--- src/rtl/mqu_pkg.sv ---
// Shared types, codes and move encoding helpers for the move queue with undo log.
`default_nettype none

package mqu_pkg;

  localparam int QUEUE_DEPTH_DEF = 64;
  localparam logic [7:0] FRAMES_RESET = 8'd16;

  // Configuration register indexes.
  localparam logic [0:0] REG_FRAMES = 1'b0;

  // Operation codes.
  localparam logic [1:0] OP_PUSH  = 2'd0;
  localparam logic [1:0] OP_SOLVE = 2'd1;
  localparam logic [1:0] OP_TICK  = 2'd2;

  // Status codes.
  localparam logic [1:0] STAT_DONE  = 2'd0;
  localparam logic [1:0] STAT_DROP  = 2'd1;
  localparam logic [1:0] STAT_IDLE  = 2'd2;
  localparam logic [1:0] STAT_FRAME = 2'd3;

  // Stored turn codes.
  localparam logic [1:0] TURN_POS  = 2'd0;
  localparam logic [1:0] TURN_NEG  = 2'd1;
  localparam logic [1:0] TURN_HALF = 2'd2;

  // Packed move: turns code, layer bit (1 is +1), axis.
  typedef struct packed {
    logic [1:0] tcode;
    logic       lbit;
    logic [1:0] axis;
  } move_t;

  typedef struct packed {
    logic [1:0] op;
    move_t      mv;
  } cmd_t;

  typedef struct packed {
    logic [1:0] status;
    logic [1:0] axis;
    logic [1:0] layer;
    logic [2:0] turns;
    logic [7:0] frames;
    logic       done;
  } res_t;

  function automatic move_t pack_move(input logic [1:0] axis, input logic [1:0] layer,
                                      input logic [2:0] turns);
    move_t m;
    m.axis = axis;
    m.lbit = ~layer[1];
    if (turns[2]) begin
      m.tcode = TURN_NEG;
    end else if (turns[1]) begin
      m.tcode = TURN_HALF;
    end else begin
      m.tcode = TURN_POS;
    end
    return m;
  endfunction

  function automatic move_t invert_move(input move_t m);
    move_t r;
    r = m;
    if (m.tcode == TURN_POS) begin
      r.tcode = TURN_NEG;
    end else if (m.tcode == TURN_NEG) begin
      r.tcode = TURN_POS;
    end
    return r;
  endfunction

endpackage

`default_nettype wire

--- src/rtl/mqu_engine.sv ---
// Sequencer, queue and history memories, and the shared ring index adder.
`default_nettype none

module mqu_engine import mqu_pkg::*; #(
  parameter int QUEUE_DEPTH = QUEUE_DEPTH_DEF,
  parameter int IDX_W = $clog2(QUEUE_DEPTH),
  parameter int CNT_W = $clog2(QUEUE_DEPTH + 1)
) (
  input  wire logic             clk,
  input  wire logic             rst,
  input  wire logic             start,
  input  wire cmd_t             cmd,
  input  wire logic [7:0]       frames_per_move,
  input  wire logic             take,
  output logic                  idle,
  output logic                  res_valid,
  output res_t                  res,
  output logic [CNT_W-1:0]      queue_level,
  output logic [CNT_W-1:0]      history_level
);

  localparam logic [2:0] S_IDLE    = 3'd0;
  localparam logic [2:0] S_PUSH    = 3'd1;
  localparam logic [2:0] S_SOLVE_RD = 3'd2;
  localparam logic [2:0] S_SOLVE_WR = 3'd3;
  localparam logic [2:0] S_TICK    = 3'd4;
  localparam logic [2:0] S_TICK_LD = 3'd5;
  localparam logic [2:0] S_TICK_ADV = 3'd6;
  localparam logic [2:0] S_DONE    = 3'd7;

  localparam logic [CNT_W-1:0] CNT_ONE = CNT_W'(1);
  localparam logic [CNT_W-1:0] CNT_FULL = CNT_W'(QUEUE_DEPTH);
  localparam logic [CNT_W:0]   SUM_DEPTH = (CNT_W + 1)'(QUEUE_DEPTH);

  logic [2:0]       state;
  logic [IDX_W-1:0] head;
  logic [CNT_W-1:0] count;
  logic [CNT_W-1:0] hcount;
  logic [CNT_W-1:0] idx;
  logic             animating;
  logic [7:0]       countdown;
  move_t            cur_move;
  move_t            mv;

  move_t            fifo_mem [QUEUE_DEPTH];
  move_t            hist_mem [QUEUE_DEPTH];
  move_t            rd_fifo;
  move_t            rd_hist;

  logic             full;
  logic [CNT_W-1:0] add_b;
  logic [CNT_W:0]   sum;
  logic [CNT_W:0]   sum_wrap;
  logic [IDX_W-1:0] ring_idx;
  logic [CNT_W-1:0] idx_dec;
  logic             fifo_we;
  move_t            fifo_wdata;
  logic             hist_we;
  logic [7:0]       cd_next;
  logic [7:0]       cd_load;

  assign full = (count == CNT_FULL);
  assign idx_dec = idx - CNT_ONE;
  assign cd_next = countdown - 8'd1;
  assign cd_load = (frames_per_move == 8'd0) ? 8'd1 : frames_per_move;

  // The one ring adder: tail slot for writes, and head advance on a pop.
  assign add_b = (state == S_TICK_LD) ? CNT_ONE : count;
  assign sum = {{(CNT_W + 1 - IDX_W){1'b0}}, head} + {1'b0, add_b};
  assign sum_wrap = (sum >= SUM_DEPTH) ? (sum - SUM_DEPTH) : sum;
  assign ring_idx = sum_wrap[IDX_W-1:0];

  assign fifo_we = ((state == S_PUSH) || (state == S_SOLVE_WR)) && !full;
  assign fifo_wdata = (state == S_PUSH) ? mv : invert_move(rd_hist);
  assign hist_we = (state == S_PUSH) && !full && (hcount != CNT_FULL);

  always_ff @(posedge clk) begin
    if (fifo_we) begin
      fifo_mem[ring_idx] <= fifo_wdata;
    end
    if (hist_we) begin
      hist_mem[hcount[IDX_W-1:0]] <= mv;
    end
    rd_fifo <= fifo_mem[head];
    rd_hist <= hist_mem[idx_dec[IDX_W-1:0]];
  end

  always_ff @(posedge clk) begin
    if (rst) begin
      state <= S_IDLE;
      head <= '0;
      count <= '0;
      hcount <= '0;
      idx <= '0;
      animating <= 1'b0;
      countdown <= '0;
      cur_move <= '0;
    end else begin
      unique case (state)
        S_IDLE: begin
          if (start) begin
            mv <= cmd.mv;
            idx <= hcount;
            res <= '0;
            case (cmd.op)
              OP_PUSH:  state <= S_PUSH;
              OP_SOLVE: state <= S_SOLVE_RD;
              OP_TICK:  state <= S_TICK;
              default:  state <= S_DONE;
            endcase
          end
        end
        S_PUSH: begin
          if (full) begin
            res.status <= STAT_DROP;
          end else begin
            count <= count + CNT_ONE;
            if (hist_we) begin
              hcount <= hcount + CNT_ONE;
            end
          end
          state <= S_DONE;
        end
        S_SOLVE_RD: begin
          if (idx == '0) begin
            hcount <= '0;
            state <= S_DONE;
          end else begin
            idx <= idx_dec;
            state <= S_SOLVE_WR;
          end
        end
        S_SOLVE_WR: begin
          if (!full) begin
            count <= count + CNT_ONE;
          end
          state <= S_SOLVE_RD;
        end
        S_TICK: begin
          if (!animating && (count == '0)) begin
            res.status <= STAT_IDLE;
            state <= S_DONE;
          end else if (!animating) begin
            state <= S_TICK_LD;
          end else begin
            state <= S_TICK_ADV;
          end
        end
        S_TICK_LD: begin
          cur_move <= rd_fifo;
          head <= ring_idx;
          count <= count - CNT_ONE;
          countdown <= cd_load;
          animating <= 1'b1;
          state <= S_TICK_ADV;
        end
        S_TICK_ADV: begin
          countdown <= cd_next;
          if (cd_next == 8'd0) begin
            animating <= 1'b0;
          end
          res.status <= STAT_FRAME;
          res.axis <= cur_move.axis;
          res.layer <= cur_move.lbit ? 2'b01 : 2'b11;
          res.turns <= (cur_move.tcode == TURN_NEG) ? 3'b111 :
                       (cur_move.tcode == TURN_HALF) ? 3'b010 : 3'b001;
          res.frames <= cd_next;
          res.done <= (cd_next == 8'd0);
          state <= S_DONE;
        end
        S_DONE: begin
          if (take) begin
            state <= S_IDLE;
          end
        end
        default: state <= S_IDLE;
      endcase
    end
  end

  assign idle = (state == S_IDLE);
  assign res_valid = (state == S_DONE);
  assign queue_level = count;
  assign history_level = hcount;

endmodule

`default_nettype wire

--- src/rtl/move_queue_with_undo_log_top.sv ---
// Top level: item handshakes, result register and the configuration register port.
`default_nettype none

// Move queue with undo log. A push item queues one cube move and records it in the
// history; a solve item walks the history newest first and queues each inverse; a tick
// item pops the next move into the animator or advances it by one frame. Every item
// returns exactly one result. in_ready is high only while the sequencer is idle, so
// items are taken one at a time. Between accepting an item and loading its result into
// the output register, the sequencer passes through these states, then S_DONE:
//   - a push: S_PUSH;
//   - a tick: S_TICK, plus S_TICK_LD to take a new move and S_TICK_ADV to advance one;
//   - a solve: S_SOLVE_RD, then S_SOLVE_WR and S_SOLVE_RD for each history entry;
//   - an unused operation: none.
// These steps are paced by the single ring index adder and by the registered reads of
// the queue and history memories. The next item can be accepted in the cycle after the
// result is loaded. A finished result waits in the output register, and the next item
// is accepted while it waits. If the output register is still full, the sequencer
// holds its result until the register frees up.
// frames_per_move sits at byte address 0 (reset value 16; zero acts as one frame) and
// must only be written while the block is idle.
module move_queue_with_undo_log_top import mqu_pkg::*; #(
  parameter int QUEUE_DEPTH = QUEUE_DEPTH_DEF,
  parameter int LEVEL_W = $clog2(QUEUE_DEPTH + 1)
) (
  input  wire logic               clk,
  input  wire logic               rst,
  input  wire logic               in_valid,
  output logic                    in_ready,
  input  wire logic [1:0]         operation,
  input  wire logic [1:0]         in_axis,
  input  wire logic signed [1:0]  in_layer,
  input  wire logic signed [2:0]  in_turns,
  output logic                    out_valid,
  input  wire logic               out_ready,
  output logic [1:0]              status,
  output logic [1:0]              cur_axis,
  output logic signed [1:0]       cur_layer,
  output logic signed [2:0]       cur_turns,
  output logic [7:0]              frames_remaining,
  output logic                    move_done,
  output logic [LEVEL_W-1:0]      queue_level,
  output logic [LEVEL_W-1:0]      history_level,
  input  wire logic               psel,
  input  wire logic               penable,
  input  wire logic               pwrite,
  input  wire logic [2:0]         paddr,
  input  wire logic [31:0]        pwdata,
  output logic [31:0]             prdata,
  output logic                    pready
);

  logic               frames_per_move;
  logic [7:0]         frames_reg;
  logic               eng_idle;
  logic               eng_valid;
  res_t               eng_res;
  cmd_t               cmd;
  logic               load;
  logic [LEVEL_W-1:0] eng_qlevel;
  logic [LEVEL_W-1:0] eng_hlevel;
  logic [0:0]         reg_index;

  assign reg_index = paddr[2];
  assign pready = 1'b1;
  assign frames_per_move = (reg_index == REG_FRAMES);
  assign prdata = frames_per_move ? {24'd0, frames_reg} : 32'd0;

  always_ff @(posedge clk) begin
    if (rst) begin
      frames_reg <= FRAMES_RESET;
    end else if (psel && penable && pwrite && pready && frames_per_move) begin
      frames_reg <= pwdata[7:0];
    end
  end

  assign in_ready = eng_idle;
  assign cmd.op = operation;
  assign cmd.mv = pack_move(in_axis, in_layer, in_turns);

  // The result register frees up when empty or when its item is being taken.
  assign load = eng_valid && (!out_valid || out_ready);

  mqu_engine #(
    .QUEUE_DEPTH(QUEUE_DEPTH),
    .IDX_W($clog2(QUEUE_DEPTH)),
    .CNT_W(LEVEL_W)
  ) u_engine (
    .clk(clk),
    .rst(rst),
    .start(in_valid && in_ready),
    .cmd(cmd),
    .frames_per_move(frames_reg),
    .take(load),
    .idle(eng_idle),
    .res_valid(eng_valid),
    .res(eng_res),
    .queue_level(eng_qlevel),
    .history_level(eng_hlevel)
  );

  always_ff @(posedge clk) begin
    if (rst) begin
      out_valid <= 1'b0;
    end else if (load) begin
      out_valid <= 1'b1;
    end else if (out_ready) begin
      out_valid <= 1'b0;
    end
  end

  always_ff @(posedge clk) begin
    if (load) begin
      status <= eng_res.status;
      cur_axis <= eng_res.axis;
      cur_layer <= eng_res.layer;
      cur_turns <= eng_res.turns;
      frames_remaining <= eng_res.frames;
      move_done <= eng_res.done;
      queue_level <= eng_qlevel;
      history_level <= eng_hlevel;
    end
  end

endmodule

`default_nettype wire
--- config.mk ---
export PLATFORM = sky130hd
export DESIGN_NAME = move_queue_with_undo_log_top
export DESIGN_NICKNAME = d
export VERILOG_FILES = /design/src/rtl/mqu_pkg.sv /design/src/rtl/mqu_engine.sv /design/src/rtl/move_queue_with_undo_log_top.sv
export SDC_FILE = /design/constraint.sdc
export NUM_CORES = 1
export LEC_CHECK = 0
export ABC_AREA = 0
export BUFFER_PORTS_ARGS = -buffer_cell sky130_fd_sc_hd__buf_4
export CORE_ASPECT_RATIO = 0.9
export CORE_MARGIN = 2
export CORE_UTILIZATION = 40
export CTS_CLUSTER_DIAMETER = 30
export CTS_CLUSTER_SIZE = 28
export DETAILED_ROUTE_END_ITERATION = 7
export PLACE_DENSITY = 0.52
export SYNTH_ARGS = -nofsm -noshare
export SYNTH_HDL_FRONTEND = slang
export SYNTH_SLANG_ARGS = --single-unit
--- constraint.sdc ---
create_clock -name clk -period 17.1 [get_ports clk]
set_clock_uncertainty 0.15 [all_clocks]
set_input_delay 2.565 -clock clk [delete_from_list [all_inputs] [get_ports clk]]
set_output_delay 2.565 -clock clk [all_outputs]
set_load 0.05 [all_outputs]
==> results.cfg <==
[critical_path]
cp_max_fo = 10
crit_type = in -> out
critPathArrivalTime_ps = 3050
cp.required_ps = 14390
cp-end-kind = primary output
r2r-end = u_engine.fifo_mem[58][3]$_DFFE_PP_
ff2ff_setup_slack_ps = 12630
timing.rr.start = u_engine.state[0]$_SDFFE_PP0P_
reg2reg_depth = 10
start_kind = primary input

[drt]
wl_per_cell_microns = 22.65
routed_wl_microns = 68320
first_pass_iters = 5
drc = 0
antenna_left = 0
via_per_inst = 5.267
via_count = 15890
first_iter_violations = 1181

[global_routing]
grt_pass1_wl_microns = 101400
grt.overflow.total = 0
grt_max_degree = 66
use_met1_pct = 25.58
antenna_found_initial = 0
grt_pass1_vias = 16157
busiest_layer = met1
grt_use_met3_pct = 5.147
grt_use_total_pct = 17.65
grt_use_met2_pct = 25.57

[sta]
hold_viol = 0
fin_tns_setup_ps = 0
post-route-period-util_pct = 33.69
rsz0062_at_grt = no
worst_pin_slew_ps = 1107
finalSetupViolCount = 0
timing.final.crit_period_ps = 5761
drv_slew = 0
layout_setup_ws_ps = 11340
maxSlewHeadroom_pct = 26.10
fmax_mhz = 173.6
timing.hold.ws_ps = 263.9

[floorplan]
start_util_pct = 40.25
dieArea_sq_um = 78620
dieHeight_microns = 266.2
die_width_microns = 295.3
core_sq_um = 75910
rows = 96
boundaryPins = 118

[logic_synthesis]
syn_area_sq_um = 30560
synth.avg_cell_area_sq_um = 17.95
syn-instance-count = 1702
seq_area_frac_synth_pct = 72.43
synth_edf_count = 695
synthDominantCellAreaShare_pct = 68.30
synthTopCellsByArea = edfxtp_1 (68%), mux4_2 (14%), dfxtp_1 (4.1%)
ys_ff_latch = 758
yosys_warnings = 0
synth_flop_cell = edfxtp_1
synth_area_leader_cell = edfxtp_1
yosysMostFrequentCell = edfxtp_1
synth.distinct_cells = 61
async_flop_share_pct = 0
synth_common_cells = edfxtp_1 (695), nor2_1 (196), mux4_2 (187)

[cells_and_area]
final_cells = 3017
syn_to_final_growth_pct = 22.22
num_antenna_cells = 0
nNetsFinal = 1936
seq_area_sq_um = 22140
multiInputGateArea_sq_um = 7850
drive_above_1_share_pct = 27.31
fillers = 6322

[power]
p_leak_nw = 12.21
seq_power_share_pct = 35.8
power.switching_w = 0.001921
power_w = 0.006743
ir_drop_mv = 0.1242
clockPowerShare_pct = 44.6
comb_power_share_pct = 19.7
p_int_w = 0.004822
p_sw_share_pct = 28.48
p_per_area_nw_per_um2 = 180.5

[flow_run]
cap_violations = 0

[placement]
io_buffers = 64
place_ws_ps = 11340
hpwl_microns = 40350
globalplace.congestion = 0.7674
dp.cells = 2730

[clock_network]
clk_pin_slew_worst_paths_ps = 40
clkSinkCount = 758
cts.htree.levels = 4
cts_tree = yes
cts_setup_buffers = 0
post_cts_resized = 0
postCtsHoldBufs = 0
clockBufferDepth = 3
clock_latency_ps = 710
cts_made_buffers = 153
cts_root_buf = clkbuf_16

[worst_hold_path]
min_path_type = reg -> reg
min_from = u_engine.res[0]$_SDFFCE_PN0P_
holdPathStages = 0
hold_end = move_done$_DFFE_PP_

[status]
status = completed
[metal layers]
layer	routed length [microns]	up-vias
met5	0	-
met4	1458	0
met3	4877	130
met2	30600	510
met1	31390	8210
li1	-	7040
[cell families after synthesis]
kind of cell    Yosys count  share of synthesized area (%)
buf+inv                 142                          2.338
mux                     207                          14.61
flops                   758                          72.43
other cells               2                        0.02458
simple gates            417                          6.073
compound gates          122                          2.568
xor+xnor                 25                         0.7166
fa+ha+maj                29                          1.237
[power by group through the flow]
stage | logic, W | registers, W | clock network (W)
after CTS | 0.00134 | 0.00241 | 0.00305
final | 0.00133 | 0.00241 | 0.00300
after global routing | 0.00144 | 0.00242 | 0.00314
after detailed placement | 0.00134 | 0.00245 | 0
after floorplan | 0.000896 | 0.00243 | 0
after global placement | 0.00132 | 0.00244 | 0
[through the flow]
stage / util (%) / area [sq um]
5_1_grt: 49.20 / 37350
3_3_place_gp: 42.22 / 32050
3_5_place_dp: 42.22 / 32050
6_report: 49.20 / 37350
2_1_floorplan: - / 30640
4_1_cts: 49.20 / 37350
[worst max-delay path by stage]
stage,start,endpoint,slack [ps]
floorplan,paddr[2],prdata[0],11130
finish,paddr[2],prdata[7],11340
global placement,paddr[2],prdata[7],11350
CTS,paddr[2],prdata[7],11340
detailed placement,paddr[2],prdata[7],11340
global route,paddr[2],prdata[4],11290
[worst max-delay path, cell delays in order]
cell     delay [ps]
buf_4           140
nor2b_1         130
buf_4           210
[final cells by class]
type | instances | area share, %
Tap cell | 1029 | 3.447
Sequential cell | 758 | 59.29
Timing Repair Buffer | 87 | 1.749
Multi-Input combinational cell | 825 | 21.02
Clock inverter | 105 | 3.531
Inverter | 31 | 0.3116
Clock buffer | 182 | 10.65
[placed cells by master, fill, tap and decap left out, drive strengths merged, types with 13 or more instances in the layout]
master	instances
conb	25
edfxtp	695
ha	27
nor2b	18
dfxtp	63
bufinv	24
nand2	105
clkbuf	182
mux4	190
inv	44
xnor2	17
mux2i	13
o21ai	26
clkinv	57
a21oi	45
nor3	13
buf	87
nor2	196
nand3	31
Note: power is estimated with default switching activity, not from simulation.
